==> config.mk <==
export PLATFORM = sky130hd
export DESIGN_NAME = sensor_measurement_frame_decoder_flat
export DESIGN_NICKNAME = d
export VERILOG_FILES = /design/src/design/smfd_pkg.sv /design/src/design/smfd_in_if.sv /design/src/design/smfd_out_if.sv /design/src/design/smfd_crc8.sv /design/src/design/smfd_scale.sv /design/src/design/sensor_measurement_frame_decoder.sv /design/src/flat_wrapper.sv
export SDC_FILE = /design/constraint.sdc
export NUM_CORES = 1
export LEC_CHECK = 0
export ABC_AREA = 1
export BUFFER_PORTS_ARGS = -buffer_cell sky130_fd_sc_hd__buf_2
export CORE_MARGIN = 2
export CORE_UTILIZATION = 40
export DETAILED_ROUTE_END_ITERATION = 10
export HOLD_SLACK_MARGIN = 0.12
export PLACE_DENSITY = 0.56
export SYNTH_ARGS = -nofsm -noshare
export SYNTH_HDL_FRONTEND = slang
export SYNTH_SLANG_ARGS = --single-unit
==> constraint.sdc <==
create_clock -name clk -period 5.1 [get_ports clk]
set_input_delay 0 -clock clk [delete_from_list [all_inputs] [get_ports clk]]
set_output_delay 0 -clock clk [all_outputs]
set_load 0.005 [all_outputs]
==> src/design/smfd_pkg.sv <==
// ----------------------------------------------------------------------------
// smfd_pkg: shared definitions for the measurement frame decoder
// Frame layout codes, CRC-8 constants, fixed-point scale factors and the
// types passed between the decoder modules.
// ----------------------------------------------------------------------------
package smfd_pkg;

  typedef logic [7:0]  byte_t;
  typedef logic [3:0]  pos_t;
  typedef logic [15:0] raw_word_t;
  typedef logic signed [14:0] temp_centi_t;
  typedef logic [13:0] hum_centi_t;

  // Response framing: three words, each two data bytes and one CRC byte
  localparam pos_t FRAME_BYTES = 4'd9;
  localparam pos_t LAST_POS    = 4'd8;

  // Byte role within a word group
  localparam logic [1:0] PH_MSB = 2'd0;
  localparam logic [1:0] PH_LSB = 2'd1;
  localparam logic [1:0] PH_CRC = 2'd2;

  // Word select masks, also the fresh flag bits
  localparam logic [2:0] WORD_CO2  = 3'b001;
  localparam logic [2:0] WORD_TEMP = 3'b010;
  localparam logic [2:0] WORD_HUM  = 3'b100;

  // CRC-8, polynomial x^8 + x^5 + x^4 + 1, no reflection, no final xor
  localparam byte_t CRC_POLY = 8'h31;
  localparam byte_t CRC_INIT = 8'hFF;

  // Fixed-point conversions: result = ((scale * raw) >> 16) - offset
  localparam logic [14:0] TEMP_SCALE  = 15'd17500;
  localparam temp_centi_t TEMP_OFFSET = 15'sd4500;
  localparam logic [13:0] HUM_SCALE   = 14'd10000;
  localparam hum_centi_t  HUM_MAX     = 14'd9999;
  localparam temp_centi_t TEMP_MIN    = -15'sd4500;

  // Converted readings of one raw word
  typedef struct packed {
    temp_centi_t temperature;
    hum_centi_t  humidity;
  } scaled_t;

endpackage

==> src/design/smfd_in_if.sv <==
// ----------------------------------------------------------------------------
// smfd_in_if: response byte channel
// Valid/ready channel carrying one received byte and its frame start mark.
// ----------------------------------------------------------------------------
interface smfd_in_if;
  logic          valid;
  logic          ready;
  smfd_pkg::byte_t byte_value;
  logic          frame_start;

  modport source (output valid, output byte_value, output frame_start, input ready);
  modport sink   (input valid, input byte_value, input frame_start, output ready);
endinterface

==> src/design/smfd_out_if.sv <==
// ----------------------------------------------------------------------------
// smfd_out_if: decoded measurement channel
// Valid/ready channel carrying the three held readings and their fresh flags.
// ----------------------------------------------------------------------------
interface smfd_out_if;
  logic                    valid;
  logic                    ready;
  smfd_pkg::raw_word_t     co2_ppm;
  smfd_pkg::temp_centi_t   temperature_centi;
  smfd_pkg::hum_centi_t    humidity_centi;
  logic                    co2_fresh;
  logic                    temperature_fresh;
  logic                    humidity_fresh;

  modport source (output valid, output co2_ppm, output temperature_centi,
                  output humidity_centi, output co2_fresh, output temperature_fresh,
                  output humidity_fresh, input ready);
  modport sink   (input valid, input co2_ppm, input temperature_centi,
                  input humidity_centi, input co2_fresh, input temperature_fresh,
                  input humidity_fresh, output ready);
endinterface

==> src/design/smfd_crc8.sv <==
// ----------------------------------------------------------------------------
// smfd_crc8: one-byte CRC-8 update
// Folds one data byte into a running CRC, MSB first, eight shift steps.
// ----------------------------------------------------------------------------
module smfd_crc8 (
  input  smfd_pkg::byte_t crc_in,
  input  smfd_pkg::byte_t data_in,
  output smfd_pkg::byte_t crc_out
);

  // Unrolled bitwise division, one step per data bit
  always_comb begin
    smfd_pkg::byte_t acc;
    acc = crc_in ^ data_in;
    for (int k = 0; k < 8; k++) begin
      if (acc[7]) begin
        acc = {acc[6:0], 1'b0} ^ smfd_pkg::CRC_POLY;
      end else begin
        acc = {acc[6:0], 1'b0};
      end
    end
    crc_out = acc;
  end

endmodule

==> src/design/smfd_scale.sv <==
// ----------------------------------------------------------------------------
// smfd_scale: raw word to engineering units
// Temperature in 0.01 degC and humidity in 0.01 %RH from a 16-bit raw word,
// each a constant multiply and floor shift of 16, temperature minus an offset.
// ----------------------------------------------------------------------------
module smfd_scale (
  input  smfd_pkg::raw_word_t raw,
  output smfd_pkg::scaled_t   scaled
);

  logic [30:0] temp_prod;
  logic [29:0] hum_prod;

  // Multiply by the scale constants
  assign temp_prod = 31'(raw) * 31'(smfd_pkg::TEMP_SCALE);
  assign hum_prod  = 30'(raw) * 30'(smfd_pkg::HUM_SCALE);

  // Keep the integer part; the temperature quotient stays below 17500 and
  // fills 15 bits, so the 15-bit difference with the offset lands in range
  assign scaled.temperature = $signed(temp_prod[30:16]) - smfd_pkg::TEMP_OFFSET;
  assign scaled.humidity    = hum_prod[29:16];

endmodule

==> src/design/sensor_measurement_frame_decoder.sv <==
// ----------------------------------------------------------------------------
// sensor_measurement_frame_decoder: CRC-checked measurement frame decoder
// Takes a 9-byte response one byte at a time, checks each 16-bit reading
// against its CRC-8 and emits CO2, temperature and humidity after the last
// byte, with one fresh flag per reading.
// ----------------------------------------------------------------------------
// Path: the ninth byte passes the input register, then the result register.
// Throughput: one byte per cycle, set by the single decode stage, except
// that a frame's last byte waits while a result is pending; the output
// register lets the next frame flow while a result waits.
// Reset (rst_n low, synchronous): channels empty, byte position zero,
// CRC at 0xFF, held readings and fresh flags zero.
module sensor_measurement_frame_decoder (
  input logic        clk,
  input logic        rst_n,
  smfd_in_if.sink    in_ch,
  smfd_out_if.source out_ch
);

  // Input register
  logic                in_valid_r;
  smfd_pkg::byte_t     in_byte_r;
  logic                in_start_r;

  // Decoder state
  smfd_pkg::pos_t      pos_r, pos_nxt;
  smfd_pkg::byte_t     crc_r, crc_nxt;
  smfd_pkg::raw_word_t wbuf_r, wbuf_nxt;
  smfd_pkg::raw_word_t co2_r, co2_nxt;
  smfd_pkg::temp_centi_t temp_r, temp_nxt;
  smfd_pkg::hum_centi_t  hum_r, hum_nxt;
  logic [2:0]          fresh_r, fresh_nxt;

  // Result register
  logic                out_valid_r;
  smfd_pkg::raw_word_t out_co2_r;
  smfd_pkg::temp_centi_t out_temp_r;
  smfd_pkg::hum_centi_t  out_hum_r;
  logic [2:0]          out_fresh_r;

  // Decode stage signals
  smfd_pkg::pos_t      pos_cur;
  logic [1:0]          phase;
  logic [2:0]          word_sel;
  smfd_pkg::byte_t     crc_seed;
  smfd_pkg::byte_t     crc_calc;
  smfd_pkg::scaled_t   scaled;
  logic                crc_ok;
  logic                is_last;
  logic                dec_fire;
  logic                in_fire;
  logic                out_load;

  // Decode a held byte; a frame's last byte waits until the result register can take it
  assign is_last  = (pos_cur == smfd_pkg::LAST_POS);
  assign dec_fire = in_valid_r && (!is_last || !out_valid_r || out_ch.ready);
  assign out_load = dec_fire && is_last;

  assign in_ch.ready = !in_valid_r || dec_fire;
  assign in_fire     = in_ch.valid && in_ch.ready;

  // Hold the incoming byte in the input register
  always_ff @(posedge clk) begin
    if (!rst_n) begin
      in_valid_r <= 1'b0;
    end else if (in_fire) begin
      in_valid_r <= 1'b1;
    end else if (dec_fire) begin
      in_valid_r <= 1'b0;
    end
    if (in_fire) begin
      in_byte_r  <= in_ch.byte_value;
      in_start_r <= in_ch.frame_start;
    end
  end

  // Restart the frame on a start mark or an out-of-range position
  assign pos_cur = (in_start_r || (pos_r >= smfd_pkg::FRAME_BYTES)) ? '0 : pos_r;

  // Map the byte position to its role and word
  always_comb begin
    case (pos_cur)
      4'd0:    begin phase = smfd_pkg::PH_MSB; word_sel = smfd_pkg::WORD_CO2;  end
      4'd1:    begin phase = smfd_pkg::PH_LSB; word_sel = smfd_pkg::WORD_CO2;  end
      4'd2:    begin phase = smfd_pkg::PH_CRC; word_sel = smfd_pkg::WORD_CO2;  end
      4'd3:    begin phase = smfd_pkg::PH_MSB; word_sel = smfd_pkg::WORD_TEMP; end
      4'd4:    begin phase = smfd_pkg::PH_LSB; word_sel = smfd_pkg::WORD_TEMP; end
      4'd5:    begin phase = smfd_pkg::PH_CRC; word_sel = smfd_pkg::WORD_TEMP; end
      4'd6:    begin phase = smfd_pkg::PH_MSB; word_sel = smfd_pkg::WORD_HUM;  end
      4'd7:    begin phase = smfd_pkg::PH_LSB; word_sel = smfd_pkg::WORD_HUM;  end
      4'd8:    begin phase = smfd_pkg::PH_CRC; word_sel = smfd_pkg::WORD_HUM;  end
      default: begin phase = smfd_pkg::PH_MSB; word_sel = smfd_pkg::WORD_CO2;  end
    endcase
  end

  // Advance the running CRC; the first byte of a word starts from the seed
  assign crc_seed = (phase == smfd_pkg::PH_MSB) ? smfd_pkg::CRC_INIT : crc_r;

  smfd_crc8 u_crc8 (
    .crc_in  (crc_seed),
    .data_in (in_byte_r),
    .crc_out (crc_calc)
  );

  // Convert the buffered word in parallel with the CRC compare
  smfd_scale u_scale (
    .raw    (wbuf_r),
    .scaled (scaled)
  );

  assign crc_ok = (phase == smfd_pkg::PH_CRC) && (in_byte_r == crc_r);

  // Next decoder state
  always_comb begin
    crc_nxt   = crc_r;
    wbuf_nxt  = wbuf_r;
    co2_nxt   = co2_r;
    temp_nxt  = temp_r;
    hum_nxt   = hum_r;
    fresh_nxt = (pos_cur == '0) ? 3'b000 : fresh_r;
    case (phase)
      smfd_pkg::PH_MSB: begin
        crc_nxt  = crc_calc;
        wbuf_nxt = {in_byte_r, 8'h00};
      end
      smfd_pkg::PH_LSB: begin
        crc_nxt  = crc_calc;
        wbuf_nxt = {wbuf_r[15:8], in_byte_r};
      end
      smfd_pkg::PH_CRC: begin
        if (crc_ok) begin
          if (word_sel == smfd_pkg::WORD_CO2)  co2_nxt  = wbuf_r;
          if (word_sel == smfd_pkg::WORD_TEMP) temp_nxt = scaled.temperature;
          if (word_sel == smfd_pkg::WORD_HUM)  hum_nxt  = scaled.humidity;
          fresh_nxt = fresh_nxt | word_sel;
        end
      end
      default: begin
        crc_nxt = crc_r;
      end
    endcase
    pos_nxt = is_last ? '0 : pos_cur + 4'd1;
  end

  // Update decoder state on each decoded byte
  always_ff @(posedge clk) begin
    if (!rst_n) begin
      pos_r   <= '0;
      crc_r   <= smfd_pkg::CRC_INIT;
      wbuf_r  <= '0;
      co2_r   <= '0;
      temp_r  <= '0;
      hum_r   <= '0;
      fresh_r <= '0;
    end else if (dec_fire) begin
      pos_r   <= pos_nxt;
      crc_r   <= crc_nxt;
      wbuf_r  <= wbuf_nxt;
      co2_r   <= co2_nxt;
      temp_r  <= temp_nxt;
      hum_r   <= hum_nxt;
      fresh_r <= fresh_nxt;
    end
  end

  // Load the result register at the end of a frame, drop it when taken
  always_ff @(posedge clk) begin
    if (!rst_n) begin
      out_valid_r <= 1'b0;
    end else if (out_load) begin
      out_valid_r <= 1'b1;
    end else if (out_ch.ready) begin
      out_valid_r <= 1'b0;
    end
    if (out_load) begin
      out_co2_r   <= co2_nxt;
      out_temp_r  <= temp_nxt;
      out_hum_r   <= hum_nxt;
      out_fresh_r <= fresh_nxt;
    end
  end

  assign out_ch.valid             = out_valid_r;
  assign out_ch.co2_ppm           = out_co2_r;
  assign out_ch.temperature_centi = out_temp_r;
  assign out_ch.humidity_centi    = out_hum_r;
  assign out_ch.co2_fresh         = out_fresh_r[0];
  assign out_ch.temperature_fresh = out_fresh_r[1];
  assign out_ch.humidity_fresh    = out_fresh_r[2];

  // Position never leaves the frame
  a_pos_range: assert property (@(posedge clk) disable iff (!rst_n)
    pos_r <= smfd_pkg::LAST_POS)
    else $error("byte position beyond frame");

  // The last byte of a frame always produces a pending result and wraps
  a_last_loads: assert property (@(posedge clk) disable iff (!rst_n)
    (dec_fire && is_last) |=> (out_valid_r && (pos_r == '0)))
    else $error("frame end did not load result");

  // A frame's first byte never carries a fresh flag forward
  a_first_clears: assert property (@(posedge clk) disable iff (!rst_n)
    (dec_fire && (pos_cur == '0)) |=> (fresh_r == 3'b000))
    else $error("fresh flags survived frame start");

  // Held readings stay in range
  a_held_range: assert property (@(posedge clk) disable iff (!rst_n)
    (hum_r <= smfd_pkg::HUM_MAX) && (temp_r >= smfd_pkg::TEMP_MIN))
    else $error("held reading out of range");

  // A pending result is never overwritten before it is taken
  a_no_overrun: assert property (@(posedge clk) disable iff (!rst_n)
    (out_valid_r && !out_ch.ready) |-> !out_load)
    else $error("result overwritten while pending");

endmodule
==> src/flat_wrapper.sv <==
// flat-port wrapper written by rule: the top's interface ports become plain ports
module sensor_measurement_frame_decoder_flat 
  (clk, rst_n, in_ch_valid, in_ch_byte_value, in_ch_frame_start, in_ch_ready, out_ch_valid, out_ch_co2_ppm, out_ch_temperature_centi, out_ch_humidity_centi, out_ch_co2_fresh, out_ch_temperature_fresh, out_ch_humidity_fresh, out_ch_ready);
  smfd_in_if in_ch_i ();
  smfd_out_if out_ch_i ();
  input logic clk;
  input logic rst_n;
  input wire logic [$bits(in_ch_i.valid)-1:0] in_ch_valid;
  input wire logic [$bits(in_ch_i.byte_value)-1:0] in_ch_byte_value;
  input wire logic [$bits(in_ch_i.frame_start)-1:0] in_ch_frame_start;
  output wire logic [$bits(in_ch_i.ready)-1:0] in_ch_ready;
  output wire logic [$bits(out_ch_i.valid)-1:0] out_ch_valid;
  output wire logic [$bits(out_ch_i.co2_ppm)-1:0] out_ch_co2_ppm;
  output wire logic [$bits(out_ch_i.temperature_centi)-1:0] out_ch_temperature_centi;
  output wire logic [$bits(out_ch_i.humidity_centi)-1:0] out_ch_humidity_centi;
  output wire logic [$bits(out_ch_i.co2_fresh)-1:0] out_ch_co2_fresh;
  output wire logic [$bits(out_ch_i.temperature_fresh)-1:0] out_ch_temperature_fresh;
  output wire logic [$bits(out_ch_i.humidity_fresh)-1:0] out_ch_humidity_fresh;
  input wire logic [$bits(out_ch_i.ready)-1:0] out_ch_ready;
  assign in_ch_i.valid = in_ch_valid;
  assign in_ch_i.byte_value = in_ch_byte_value;
  assign in_ch_i.frame_start = in_ch_frame_start;
  assign in_ch_ready = in_ch_i.ready;
  assign out_ch_valid = out_ch_i.valid;
  assign out_ch_co2_ppm = out_ch_i.co2_ppm;
  assign out_ch_temperature_centi = out_ch_i.temperature_centi;
  assign out_ch_humidity_centi = out_ch_i.humidity_centi;
  assign out_ch_co2_fresh = out_ch_i.co2_fresh;
  assign out_ch_temperature_fresh = out_ch_i.temperature_fresh;
  assign out_ch_humidity_fresh = out_ch_i.humidity_fresh;
  assign out_ch_i.ready = out_ch_ready;
  sensor_measurement_frame_decoder u_core (.clk(clk), .rst_n(rst_n), .in_ch(in_ch_i), .out_ch(out_ch_i));
endmodule
# Yosys cells after proc, flatten, opt, wreduce, memory -nomap -nowiden
# Memory sizes are Yosys's and may differ from the RTL's.
# Index checks and enable logic that the tools add are counted.
word_totals:
  wordCells: 88
  register_bits: 135
  out_inout_bits: 50
  n_memories: 1
  inputBits: 13
  rom_bits: 80
memory_table:
  columns: ["memory", "words", "word_bits", "rd", "rd_ports_with_merged_regs", "wr", "line", "rtl"]
  rows:
  - ["(name not given)", 16, 5, 1, 0, 0, "sensor_measurement_frame_decoder.sv:82", "case (pos_cur)"]
classes:
  addsub: 2
  bitwise_logic: 11
  n_lt_le_gt_ge: 1
  n_reduce_logical: 20
  n_eq_ne: 7
  mux: 28
  mul: 2
op_table:
  columns: ["operator", "n"]
  rows:
  - ["16-bit two-way mux", 3]
  - ["6-bit two-way mux", 8]
  - ["15-bit two-way mux", 3]
  - ["14-bit two-way mux", 3]
  - ["16-bit one-hot mux with 2 select lines", 1]
  - ["16-bit by 13-bit multiplier with 29-bit output, second input constant", 1]
  - ["16-bit by 10-bit multiplier with 26-bit output, second input constant", 1]
  - ["3-bit NOT", 8]
  - ["15-bit by 14-bit subtractor with 15-bit output, second input constant", 1]
  - ["3-bit two-way mux", 3]
  - ["8-bit equality test", 1]
  - ["4-bit two-way mux", 2]
  - ["8-bit two-way mux", 1]
  - ["8-bit XOR", 1]
  - ["2-bit nonzero test", 3]
  - ["4-bit by 1-bit adder with 4-bit output, second input constant", 1]
  - ["4-bit equality test, second input constant", 1]
  - ["4-bit greater-or-equal comparator, second input constant", 1]
  - ["1-bit logical AND", 4]
  - ["4-bit zero test", 1]
  - ["1-bit logical OR", 4]
  - ["1-bit two-way mux", 4]
  - ["2-bit AND reduction", 2]
  - ["3-bit by 1-bit equality test with 1-bit output, second input constant", 1]
  - ["10 further kinds", 12]

# Logic depth before layout (Yosys ltp)
# Gate-level depths: netlist (run 1).
# An unclocked memory read counts as a cell.
logic_depth:
  word_depth: 23
  depth_mapped: 33
  depth_no_buf: 33

# By module
# Synthesis (run 1) repeated with hierarchy kept, for this count alone.
hier_totals:
  hier_cells: 1862
  hier_area_um2: 13499.2
by_module_without_submodules:
  columns: ["module", "n_inst", "area_per_inst_um2", "cells_per_inst", "seq_area_each_um2"]
  rows:
  - ["smfd_scale", 1, 6578.8, 901, 0.0]
  - ["sensor_measurement_frame_decoder", 1, 6482.5, 873, 3273.1]
  - ["smfd_crc8", 1, 437.9, 88, 0.0]

# Least setup slack after synthesis (run 1)
# Ideal clock, no wire load.
synth_path:
  path_type: "flip-flop to flip-flop"
  start: "reg u_core.wbuf_r[14]"
  end: "reg u_core.out_temp_r[14] (netlist: u_core.out_ch.temperature_centi[14]) (data pin)"
  path_stages_with_launch: 32
  t_arrival_ns: 4.588
  period_less_slack_ns: 4.843
  n_path_buf: 0
  required_ns: 4.845
  setup_slack_ns: 0.257
  setup_ns: 0.255
  cell_sequence: "dfxtp_1 -> inv_1 -> ha_1 -> inv_1 -> ha_1 -> ha_1 -> fa_1 -> inv_1 -> fa_1 -> inv_1 -> ha_1 -> nand2_1 -> inv_1 -> a21oi_1 -> nand2_1 -> inv_1 -> nand2_1 -> nand2_1 -> nand2_1 -> ha_1 -> inv_1 -> nand3_1 -> nand2_1 -> inv_1 -> nand2_1 -> nand2_1 -> nand2_1 -> nand2_1 -> nand2_1 -> nand2_1 -> nand3_1 -> nand2_1"
synth_via:
  elab_chain_len: 5
synth_rtl:
  columns: ["element", "line", "rtl"]
  rows:
  - ["from (decl)", "sensor_measurement_frame_decoder.sv:28", "smfd_pkg::raw_word_t wbuf_r, wbuf_nxt;"]
  - ["from (signal assigned)", "sensor_measurement_frame_decoder.sv:158", "wbuf_r <= wbuf_nxt;"]
  - ["16-bit by 13-bit multiplier with 29-bit output", "smfd_scale.sv:15", "assign temp_prod = 31'(raw) * 31'(smfd_pkg::TEMP_SCALE);"]
  - ["15-bit by 14-bit subtractor with 15-bit output", "smfd_scale.sv:20", "assign scaled.temperature = $signed(temp_prod[30:16]) - smfd_pkg::TEMP_OFFSET;"]
  - ["15-bit two-way mux", "sensor_measurement_frame_decoder.sv:133", "if (word_sel == smfd_pkg::WORD_TEMP) temp_nxt = scaled.temperature;"]
  - ["15-bit two-way mux", "sensor_measurement_frame_decoder.sv:131", "if (crc_ok) begin"]
  - ["15-bit two-way mux", "sensor_measurement_frame_decoder.sv:121", "case (phase)"]
  - ["net u_core.temp_nxt[14]", "sensor_measurement_frame_decoder.sv:30", "smfd_pkg::temp_centi_t temp_r, temp_nxt;"]
  - ["to (signal assigned)", "sensor_measurement_frame_decoder.sv:177", "out_temp_r <= temp_nxt;"]
  - ["to (decl)", "sensor_measurement_frame_decoder.sv:37", "smfd_pkg::temp_centi_t out_temp_r;"]
# The timed path passes the listed nets, and every way through them passes these cells.
# A chain may end at the register's enable or synchronous reset.

# Worst setup path after layout (run 1)
layout_path:
  start: "reg u_core.wbuf_r[13]"
  end: "reg u_core.out_temp_r[14] (netlist: u_core.out_ch.temperature_centi[14]) (data pin)"
# The elaborated chain is that of the path after synthesis.

==> results of run 1 <==
[how the worst max path moves through the flow]
stage / endpoint / slack (ns)
2_1_floorplan: u_core.out_ch.temperature_centi[14]$_DFFE_PP_ / 0.26
3_3_place_gp: u_core.out_ch.humidity_centi[13]$_DFFE_PP_ / 0.09
3_5_place_dp: u_core.out_ch.temperature_centi[14]$_DFFE_PP_ / 0.07
4_1_cts: u_core.out_ch.humidity_centi[13]$_DFFE_PP_ / 0.04
5_1_grt: u_core.temp_r[14]$_SDFFE_PN0P_ / -0.06
6_report: u_core.out_ch.temperature_centi[14]$_DFFE_PP_ / 0.27
[Yosys cell counts, types with 7 or more instances]
cell type | count | area share
nor2_1 | 96 | 0.030
fa_1 | 75 | 0.12
inv_2 | 8 | 0.0025
nor3_1 | 9 | 0.0037
dfxtp_1 | 78 | 0.13
clkbuf_1 | 17 | 0.0053
o21ai_0 | 86 | 0.036
a21o_1 | 7 | 0.0043
a21oi_1 | 122 | 0.050
o21ai_1 | 22 | 0.0091
xor2_1 | 17 | 0.012
xnor2_1 | 11 | 0.0080
inv_1 | 364 | 0.11
nand2_1 | 276 | 0.086
ha_1 | 172 | 0.18
nand3_1 | 53 | 0.022
nand4_1 | 14 | 0.0072
edfxtp_1 | 57 | 0.14
[layout by cell type, fill, tap and decap left out, types with 3 or more instances in the layout]
cell / n
a21o_1: 7
a21oi_1: 114
a21oi_2: 9
a31oi_1: 3
buf_2: 62
buf_4: 51
clkbuf_16: 17
clkinv_2: 7
clkinvlp_4: 3
dfxtp_1: 70
dfxtp_2: 7
dlygate4sd3_1: 13
edfxtp_1: 57
fa_1: 75
ha_1: 162
ha_4: 8
inv_1: 359
inv_2: 13
nand2_1: 266
nand2_2: 11
nand3_1: 52
nand3_2: 3
nand3b_1: 5
nand4_1: 14
nor2_1: 90
nor2_2: 4
nor2_4: 3
nor3_1: 7
o21ai_0: 79
o21ai_1: 28
o21ai_2: 3
o21bai_1: 4
or2_2: 4
xnor2_1: 11
xor2_1: 16
xor2_2: 3
[power breakdown]
part	internal, mW	leakage, nW	switching [mW]
Sequential	1.17	1.18	0.0299
Clock	0.712	0.275	0.481
Combinational	0.433	6.24	0.666
[metrics by stage]
stage | instances | power, mW
after floorplan | 1542 | 1.929
after global routing | 2063 | 3.732
final | 2063 | 3.489
after global placement | 2016 | 2.210
after detailed placement | 2016 | 2.218
after CTS | 2061 | 3.442
[kinds of logic after synthesis]
| family | synth area share |
|---|---|
| simple gates | 0.1658 |
| buf+inv | 0.1262 |
| compound gates | 0.1130 |
| fa+ha+maj | 0.3018 |
| flops | 0.2704 |
| xor+xnor | 0.02294 |
[what timing repair did]
action,CTS,global route
gates resized for setup,0,66
buffers inserted,0,2
endpoints found under the hold margin,38,0
setup endpoints to repair,0,39
hold buffers,13,0
[cell type report]
cell class	instances	area share
Tap cell	390	0.03453
Sequential cell	135	0.2325
Multi-Input combinational cell	1006	0.5343
Inverter	373	0.09908
Clock inverter	14	0.009563
Timing Repair Buffer	127	0.05968
Clock buffer	18	0.03037
[registers in the layout, indices dropped and copies added (netlist names)]
| register | flops |
|---|---|
| u_core.in_byte_r | 8 |
| u_core.wbuf_r | 16 |
| u_core.out_ch.valid | 1 |
| u_core.pos_r | 4 |
| u_core.temp_r | 15 |
| u_core.hum_r | 14 |
| u_core.out_ch.co2_ppm | 16 |
| u_core.out_ch.humidity_centi | 14 |
| u_core.in_start_r | 1 |
| u_core.co2_r | 16 |
| u_core.out_ch.temperature_centi | 15 |
| u_core.out_fresh_r | 3 |
| u_core.crc_r | 8 |
| u_core.in_valid_r | 1 |
| u_core.fresh_r | 3 |
[per-layer routing]
metal	wire (µm)	track usage
met1	13130	0.2422
met2	14660	0.3555
met3	604	0.02515
met4	311	0.04201
met5	0	0
==> results.sh, run 1 <==
export IMPL_antennaDiodeCount=0
export IMPL_cp_num_buf_inv=6
export IMPL_hold_depth=2
export IMPL_cts_buffers=17
export IMPL_cts_root_buf="clkbuf_16"
export IMPL_antenna_found_initial=1
export IMPL_max_stage_delay_ns=0.54
export IMPL_cp_slowest_cell="fa_1"
export IMPL_finalWirelength_um=28710
export IMPL_outcome="finished, final reports clean"
export IMPL_cp_data_arrival_time_ns=5.02
export IMPL_drt_antenna_violating_nets=0
export IMPL_drt_first_iter_violations=376
export IMPL_rr_worst_depth=29
export IMPL_drive_gt1_frac=0.1369
export IMPL_vias_per_cell=4.713
export IMPL_gp_congestion=0.8730
export IMPL_hp_start="in_ch_byte_value[3]"
export IMPL_finalNetCount=1920
export IMPL_grt_pass1_vias=9788
export IMPL_wl_per_cell_um=13.92
export IMPL_r2r_slack_ns=0.27
export IMPL_grt_use_total=0.1940
export IMPL_worstMarginPinSlew_ns=1.110
export IMPL_finalHoldViolCount=0
export IMPL_finalSetupTns_ns=0
export IMPL_cp_common_cell="nand2_1"
export IMPL_first_pass_iters=6
export IMPL_yosys_cell_types_count=46
export IMPL_core_area_um2=29720
export IMPL_grt_pass1_wl_um=48140
export IMPL_clk_latency_ns=0.43
export IMPL_ys_warn_count=0
export IMPL_drc=0
export IMPL_ir_drop_mv=0.2242
export IMPL_setup_violations_final=0
export IMPL_syn2layout_area_growth_pct=16.72
export IMPL_clock_skew_ns=0.01314
export IMPL_rsz0062_at_grt="yes"
export IMPL_multi_input_area_um2=7550
export IMPL_pre_cts_slack_ns=0.07264
export IMPL_htreeDepth=4
export IMPL_netlist_instances=1542
export IMPL_final_design_area_no_fill_um2=14130
export IMPL_fp_dieH_um=178.0
export IMPL_vias=9722
export IMPL_cp_end_kind="register"
export IMPL_start_util=0.4074
export IMPL_fmax_mhz=207.0
export IMPL_grt_ovfl_total=0
export IMPL_critical_path_class="register to register"
export IMPL_setup_ws_ns=0.2687
export IMPL_worst_path_dominant_cell_family="adder cells"
export IMPL_die_w_um=178.0
export IMPL_fin_crit_sh=0.9473
export IMPL_yosysSeqAreaShare=0.2704
export IMPL_r2r_end="u_core.out_ch.temperature_centi[14]$_DFFE_PP_"
export IMPL_numPortBuffers=62
export IMPL_core_rowCount=63
export IMPL_cap_viol_max_count=0
export IMPL_dp_hpwl_um=22880
export IMPL_grt_max_degree=65
export IMPL_cp_num_cells=29
export IMPL_period_needed_ns=4.831
export IMPL_seqCellArea_um2=3286
export IMPL_reg2reg_from="u_core.wbuf_r[13]$_SDFFE_PN0P_"
export IMPL_startpoint_type="register"
export IMPL_syn_num_nets=1802
export IMPL_synth_edf_count=57
export IMPL_powerDensity_nw_per_um2=246.9
export IMPL_ys_async_sr_fraction=0
export IMPL_slew_viol_final=0
export IMPL_startpoint="u_core.wbuf_r[13]$_SDFFE_PN0P_"
export IMPL_holdWs_ns=0.2754
export IMPL_final_util=0.4755
export IMPL_cts_buffer_depth=2
export IMPL_synth_seq_cells=135
export IMPL_avgSynthCellArea_um2=7.851
export IMPL_maxSlewHeadroom=0.2600
export IMPL_crit_fanout=4
export IMPL_cts_tree="yes"
export IMPL_die_area_um2=31670
export IMPL_placed_area_um2=13170
export IMPL_synth_ff_type="dfxtp_1"
export IMPL_clk_pin_slew_ns=0.06
export IMPL_clock_sinks=135
export IMPL_cp_data_required_time_ns=5.29
export IMPL_hold_end="u_core.in_byte_r[3]$_DFFE_PP_"
export IMPL_ios=63
export IMPL_synth_area_um2=12110
export IMPL_min_path_type="input pin to register"
export IMPL_p_leak_nw=7.689
export IMPL_fill_cells=2900
Note: power is estimated with default switching activity, not from simulation.
==> inputs of run 2 (changes only) <==
ABC_AREA = default   (was 1)
PLACE_DENSITY = 0.54   (was 0.56)
clock period = 5.57 ns   (was 5.1 ns; I/O delays follow)
==> run 2 against run 1 <==
  * Setup slack worse by 0.15 ns
  * Flip-flop and latch count is the same
  * Clock skew rose by 0.0017 ns
  * Worst hold slack got worse by 0.0043 ns
  * Sequential power down 10%
  * Routed wire length down 5.2%
  * Register-to-register slack got worse by 0.15 ns
==> results.sh, run 2 <==
export IMPL_min_path_type="input pin to register"
export IMPL_final_common_cell="inv_1"
export IMPL_maxSlewHeadroom=0.4072
export IMPL_wl_per_cell_um=15.60
export IMPL_crit_fanout=6
export IMPL_p_int_mw=2.045
export IMPL_ys_async_sr_fraction=0
export IMPL_drive_gt1_frac=0.2204
export IMPL_cts_buffers=17
export IMPL_ios=63
export IMPL_cp_slowest_cell="fa_1"
export IMPL_grt_ovfl_total=0
export IMPL_pre_cts_slack_ns=-0.1576
export IMPL_finalNetCount=1613
export IMPL_setup_ws_ns=0.1212
export IMPL_avgSynthCellArea_um2=9.516
export IMPL_startpoint_type="register"
export IMPL_cp_cell_sequence="buf_4 > ha_4 > inv_1 > fa_1 > inv_1 > fa_1 > inv_1 > fa_1 > inv_1 > ha_4 > buf_4 > nand4_1 > nor2_2 > a32oi_2 > buf_4 > a211oi_4 > nor4_4 > a311oi_4 > a21oi_4 > buf_4 > a211o_1 > a31oi_2 > mux2i_1"
export IMPL_dp_hpwl_um=20250
export IMPL_cp_data_required_time_ns=5.76
export IMPL_synth_area_um2=11460
export IMPL_vias_per_cell=5.029
export IMPL_critical_path_class="register to register"
export IMPL_rsz0062_at_grt="yes"
export IMPL_powerDensity_nw_per_um2=215.8
export IMPL_clock_sinks=135
export IMPL_yosys_area_top_type="ha_1"
export IMPL_die_w_um=173.2
export IMPL_vias=8770
export IMPL_ir_drop_mv=0.1663
export IMPL_synth_ff_type="dfxtp_1"
export IMPL_first_pass_iters=5
export IMPL_antenna_found_initial=0
export IMPL_finalWirelength_um=27210
export IMPL_core_rowCount=61
export IMPL_cp_data_arrival_time_ns=5.64
export IMPL_cts_buffer_depth=2
export IMPL_yosys_area_top_type_share=0.1878
export IMPL_outcome="finished, final reports clean"
export IMPL_drt_antenna_violating_nets=0
export IMPL_grt_max_degree=53
export IMPL_synth_seq_cells=135
export IMPL_start_util=0.4090
export IMPL_switching_share=0.3234
export IMPL_fill_cells=2603
export IMPL_syn_num_nets=1464
export IMPL_cap_viol_max_count=0
export IMPL_setup_violations_final=0
export IMPL_finalPower_mw=3.022
export IMPL_cp_end_kind="register"
export IMPL_cts_tree="yes"
export IMPL_netlist_instances=1204
export IMPL_switching_power_uw=977.4
export IMPL_period_needed_ns=5.449
export IMPL_drc=0
export IMPL_slew_viol_final=0
export IMPL_clk_latency_ns=0.44
export IMPL_pwr_share_clk=0.391
export IMPL_numPortBuffers=62
export IMPL_finalHoldViolCount=0
export IMPL_die_area_um2=30010
export IMPL_clk_pin_slew_ns=0.08
export IMPL_grt_pass1_vias=8610
export IMPL_core_area_um2=28010
export IMPL_drt_first_iter_violations=346
export IMPL_syn2layout_area_growth_pct=22.26
export IMPL_max_stage_delay_ns=0.53
export IMPL_yosys_cell_types_count=77
export IMPL_grt_pass1_wl_um=43750
export IMPL_pwr_share_seq=0.358
export IMPL_ys_warn_count=0
export IMPL_yosysSeqAreaShare=0.2857
export IMPL_htreeDepth=4
export IMPL_grt_use_total=0.1822
export IMPL_fmax_mhz=183.5
export IMPL_fp_dieH_um=173.2
export IMPL_synthTopCellsByCount="205 x inv_1, 172 x ha_1, 94 x nor2_1, 93 x nand2_1, 78 x dfxtp_1"
export IMPL_synth_area_top_cells="ha_1 19%, edfxtp_1 15%, dfxtp_1 14%"
export IMPL_layout_common_cells="201 x inv_1, 150 x ha_1, 91 x nor2_1, 91 x nand2_1, 90 x buf_4"
export IMPL_gp_congestion=0.8385
export IMPL_synth_edf_count=57
export IMPL_synth_most_common_cell="inv_1"
export IMPL_clock_skew_ns=0.01488
export IMPL_worstMarginPinSlew_ns=0.8851
export IMPL_p_leak_nw=6.799
export IMPL_cts_root_buf="clkbuf_16"
export IMPL_fin_crit_sh=0.9782
export IMPL_antennaDiodeCount=0
export IMPL_combinationalPowerShare=0.250
## run 2: path summary, 6_finish.rpt
| path | from | end | slack [ns] | cells after the start |
|---|---|---|---|---|
| setup / recovery | u_core.wbuf_r[6]$_SDFFE_PN0P_ | u_core.out_ch.temperature_centi[14]$_DFFE_PP_ | 0.12 | 23 |
| hold / removal | in_ch_byte_value[0] | u_core.in_byte_r[0]$_DFFE_PP_ | 0.27 | 2 |
| setup reg to reg | u_core.wbuf_r[6]$_SDFFE_PN0P_ | u_core.out_ch.temperature_centi[14]$_DFFE_PP_ | 0.12 | 23 |
| hold reg to reg | u_core.hum_r[9]$_SDFFE_PN0P_ | u_core.hum_r[9]$_SDFFE_PN0P_ | 0.45 | 2 |
## run 2: cells by family (layout without fill, tap and decap cells)
| group | after synthesis | after routing | share of synthesized area |
|---|---|---|---|
| AND/OR/NAND/NOR | 307 | 307 | 0.1261 |
| adder cells (fa/ha/maj) | 247 | 247 | 0.3189 |
| buffers and inverters | 243 | 405 | 0.08343 |
| AO/OA/AOI/OAI | 178 | 178 | 0.1066 |
| flip-flops | 135 | 135 | 0.2857 |
| XOR/XNOR | 57 | 57 | 0.04423 |
| multiplexers | 37 | 37 | 0.03506 |
## run 2: layer usage
layer | GRT usage | vias to the layer above | wire [µm]
met3 | 0.02368 | 24 | 650
met4 | 0.04626 | 0 | 357
met2 | 0.3037 | 107 | 13090
li1 | - | 4350 | -
met5 | 0 | - | 0
met1 | 0.2505 | 4289 | 13120
## run 2: critical path, delay by kind of cell, from the launching register on
family | cells | cell delay [ns]
adder cells (fa/ha/maj) | 5 | 2.14
AO/OA/AOI/OAI | 6 | 1.38
buffers and inverters | 8 | 0.85
AND/OR/NAND/NOR | 3 | 0.38
flip-flops | 1 | 0.34
multiplexers | 1 | 0.09
## run 2: power groups by stage
stage / clock network (mW) / logic [mW] / registers (mW)
2_1_floorplan: 0 / 0.459 / 1.10
3_3_place_gp: 0 / 0.646 / 1.10
3_5_place_dp: 0 / 0.646 / 1.10
4_1_cts: 1.21 / 0.668 / 1.08
5_1_grt: 1.26 / 0.857 / 1.09
6_report: 1.18 / 0.756 / 1.08
## run 2: per-stage QoR
stage	hold slack [ns]	instances	util	TNS [ns]	instance area, µm²
6_report	0.2711	1744	0.5001	0	14010
2_1_floorplan	0.09887	1204	-	0	11460
3_5_place_dp	0.1781	1685	0.4517	-0.3480	12650
3_3_place_gp	0.1761	1685	0.4517	-0.1625	12650
4_1_cts	0.2477	1731	0.4792	0	13420
5_1_grt	0.2626	1744	0.5001	-0.5743	14010
## run 2: area by class of cell
| cell class | count | area [µm²] | area share |
|---|---|---|---|
| tap | 378 | 473.0 | 0.03377 |
| clock buffer | 17 | 425.4 | 0.03037 |
| timing repair buffer | 166 | 1127 | 0.08048 |
| inverter | 207 | 783.3 | 0.05592 |
| clock inverter | 15 | 183.9 | 0.01313 |
| multi-input combinational | 826 | 7707 | 0.5502 |
| sequential | 135 | 3307 | 0.2361 |
## run 2: what timing repair did
| item | in CTS | in global routing |
|---|---|---|
| hold buffers | 13 | 0 |
| setup buffers | 1 | 13 |
| resized for setup | 6 | 91 |
| endpoints found under the hold margin | 25 | 0 |
| setup endpoints to repair | 6 | 18 |
| pin swaps | 3 | 48 |
==> inputs of run 3 (changes only) <==
SYNTH_HIERARCHICAL = 1   (was default)
==> run 3 against run 2 <==
  * The run now ends with negative setup slack left
  * Largest cell class unchanged
  * Cell count grew 0.57%
  * Highest routed layer unchanged
  * Utilization grew 1.1 points
  * Critical path type unchanged
  * First-iteration DRC count grew 6.6%
  * Clock skew grew 0.0044 ns
  * Clock power grew 3%
  * Design area grew 5.2%
  * Synthesized cell count shrank 3.4%
==> results.sh, run 3 <==
export IMPL_outcome="finished, violations left"
export IMPL_violations="negative setup slack"
export IMPL_drc=0
export IMPL_placed_area_um2=13520
export IMPL_clock_skew_ns=0.01929
export IMPL_final_util=0.5107
export IMPL_syn_num_nets=1423
export IMPL_final_common_cell="inv_1"
export IMPL_fmax_mhz=175.4
export IMPL_grt_max_degree=78
export IMPL_synth_seq_cells=135
export IMPL_cap_viol_max_count=0
export IMPL_period_needed_ns=5.702
export IMPL_yosys_area_top_type="ha_1"
export IMPL_drt_first_iter_violations=369
export IMPL_grt_pass1_wl_um=43440
export IMPL_synth_area_top_cells="ha_1 18%, edfxtp_1 14%, dfxtp_1 13%"
export IMPL_die_area_um2=30930
export IMPL_finalWirelength_um=26150
export IMPL_final_design_area_no_fill_um2=14740
export IMPL_synth_ff_type="dfxtp_1"
export IMPL_finalSetupTns_ns=-0.1849
export IMPL_drive_gt1_frac=0.2759
export IMPL_fin_crit_sh=1.024
export IMPL_slew_viol_final=0
export IMPL_cts_buffer_depth=2
export IMPL_netlist_instances=1163
export IMPL_wl_met1_um=12290
export IMPL_layout_common_cells="178 x inv_1, 151 x ha_1, 125 x nand2_1, 120 x buf_4, 75 x fa_1"
export IMPL_antennaDiodeCount=0
export IMPL_antenna_found_initial=0
export IMPL_wl_met3_um=570
export IMPL_finalPower_mw=2.976
export IMPL_gp_congestion=0.8138
export IMPL_cp_data_required_time_ns=5.75
export IMPL_yosys_area_top_type_share=0.1821
export IMPL_finalNetCount=1617
export IMPL_clk_latency_ns=0.44
export IMPL_setup_violations_final=3
export IMPL_wl_met2_um=12780
export IMPL_synth_area_um2=11820
export IMPL_first_pass_iters=5
export IMPL_yosysSeqAreaShare=0.2770
export IMPL_finalHoldViolCount=0
export IMPL_die_w_um=175.9
export IMPL_cp_data_arrival_time_ns=5.89
export IMPL_worstMarginPinSlew_ns=0.9990
export IMPL_ir_drop_mv=0.2268
export IMPL_grt_use_total=0.1782
export IMPL_vias=8466
export IMPL_maxSlewHeadroom=0.3270
export IMPL_synth_edf_count=57
export IMPL_synth_most_common_cell="inv_1"
export IMPL_setup_ws_ns=-0.1319
export IMPL_fp_dieH_um=175.9
export IMPL_grt_ovfl_total=0
export IMPL_rsz0062_at_grt="yes"
export IMPL_cts_root_buf="clkbuf_16"
export IMPL_fill_cells=2654
export IMPL_core_area_um2=28860
export IMPL_wl_per_cell_um=14.91
export IMPL_yosys_cell_types_count=81
export IMPL_clk_pin_slew_ns=0.06
export IMPL_ios=63
export IMPL_avgSynthCellArea_um2=10.16
export IMPL_p_leak_nw=7.182
export IMPL_ys_warn_count=6
export IMPL_cts_tree="yes"
export IMPL_syn2layout_area_growth_pct=24.71
export IMPL_min_path_type="input pin to register"
export IMPL_highest_layer="met4"
export IMPL_vias_per_cell=4.827
export IMPL_critical_path_class="register to register"
export IMPL_startpoint_type="register"
export IMPL_dp_hpwl_um=20300
export IMPL_crit_fanout=5
export IMPL_drt_antenna_violating_nets=0
export IMPL_ys_async_sr_fraction=0
export IMPL_htreeDepth=4
export IMPL_numPortBuffers=62
export IMPL_cp_end_kind="register"
export IMPL_clock_sinks=135
export IMPL_synthTopCellsByCount="192 x inv_1, 172 x ha_1, 126 x nand2_1, 78 x dfxtp_1, 75 x fa_1"
export IMPL_core_rowCount=62
export IMPL_grt_pass1_vias=8682
export IMPL_cts_buffers=17
export IMPL_start_util=0.4095
export IMPL_holdWs_ns=0.2747
export IMPL_powerDensity_nw_per_um2=202.0
## run 3: cell types whose count changed in the layout (fill, tap and decap cells not counted), sizes merged, moves of 15 or more
cell | previous run | this run
a21oi | 55 | 31
buf | 153 | 192
inv | 213 | 196
mux2 | 25 | 45
mux2i | 12 | 64
nand2 | 94 | 126
nand3 | 29 | 14
nor2 | 97 | 25
nor3 | 34 | 15
xnor2 | 43 | 28
## run 3: timing repair
action | 4_1_cts | 5_1_grt
hold buffers | 13 | 0
endpoints found under the setup margin | 10 | 18
endpoints found under the hold margin | 34 | 0
resized for setup | 26 | 48
buffers inserted | 4 | 15
pin swaps | 20 | 32
## run 3: per-layer routing
| metal | track usage | vias up |
|---|---|---|
| met5 | 0 | - |
| met3 | 0.03052 | 26 |
| met1 | 0.2263 | 4018 |
| met4 | 0.05647 | 0 |
| met2 | 0.3084 | 94 |
| li1 | - | 4328 |
## run 3: logic make-up (layout without fill, tap and decap cells)
logic type	after synthesis	count (layout)	share of synthesized area
XOR/XNOR	55	55	0.04490
adder cells (fa/ha/maj)	248	248	0.3101
AND/OR/NAND/NOR	262	262	0.1162
multiplexers	109	109	0.09710
buffers and inverters	222	429	0.07348
AO/OA/AOI/OAI	132	132	0.08122
flip-flops	135	135	0.2770
## run 3: power breakdown
part           total (mW)  internal, mW  switching [mW]
Sequential           1.07          1.04          0.0255
Combinational       0.695         0.325           0.370
Clock                1.22         0.729           0.487
Total                2.98          2.09           0.882
## run 3: final cells by class
type | count | area, µm² | area share
Timing Repair Buffer | 205 | 1480 | 0.1004
Clock buffer | 18 | 439.2 | 0.02980
Multi-Input combinational cell | 806 | 8113 | 0.5505
Tap cell | 384 | 480.5 | 0.03260
Clock inverter | 14 | 186.4 | 0.01265
Sequential cell | 135 | 3309 | 0.2246
Inverter | 192 | 728.2 | 0.04941
## run 3: final timing paths
path,from,endpoint,slack [ns],cells after the start
setup / recovery,u_core/wbuf_r[9]$_SDFFE_PN0P_,u_core/out_ch.temperature_centi[14]$_DFFE_PP_,-0.13,24
hold / removal,in_ch_byte_value[6],u_core/in_byte_r[6]$_DFFE_PP_,0.27,2
setup reg to reg,u_core/wbuf_r[9]$_SDFFE_PN0P_,u_core/out_ch.temperature_centi[14]$_DFFE_PP_,-0.13,24
hold reg to reg,u_core/temp_r[9]$_SDFFE_PN0N_,u_core/temp_r[9]$_SDFFE_PN0N_,0.46,2
## run 3: per-stage QoR
step,worst slack (ns),cells
floorplan,-0.07360,1163
global placement,-0.2307,1691
detailed placement,-0.3567,1691
CTS,-0.2019,1740
global route,-0.4037,1754
finish,-0.1319,1754
## run 3: worst max-delay path: stages (launching register included)
cell and delay (ns):
dfxtp_4 0.37, ha_4 0.24, fa_1 0.47, ha_1 0.32
fa_1 0.49, inv_1 0.05, fa_1 0.49, inv_2 0.05
ha_4 0.21, o21a_1 0.20, a21oi_4 0.18, nor2_2 0.05
or3_4 0.38, a21oi_2 0.15, xor2_1 0.17, ha_2 0.20
inv_1 0.04, o31a_1 0.11, nor4_2 0.14, buf_4 0.16
o21ai_2 0.06, maj3_2 0.33, nor4b_4 0.25, nor4_2 0.09
mux2_4 0.26
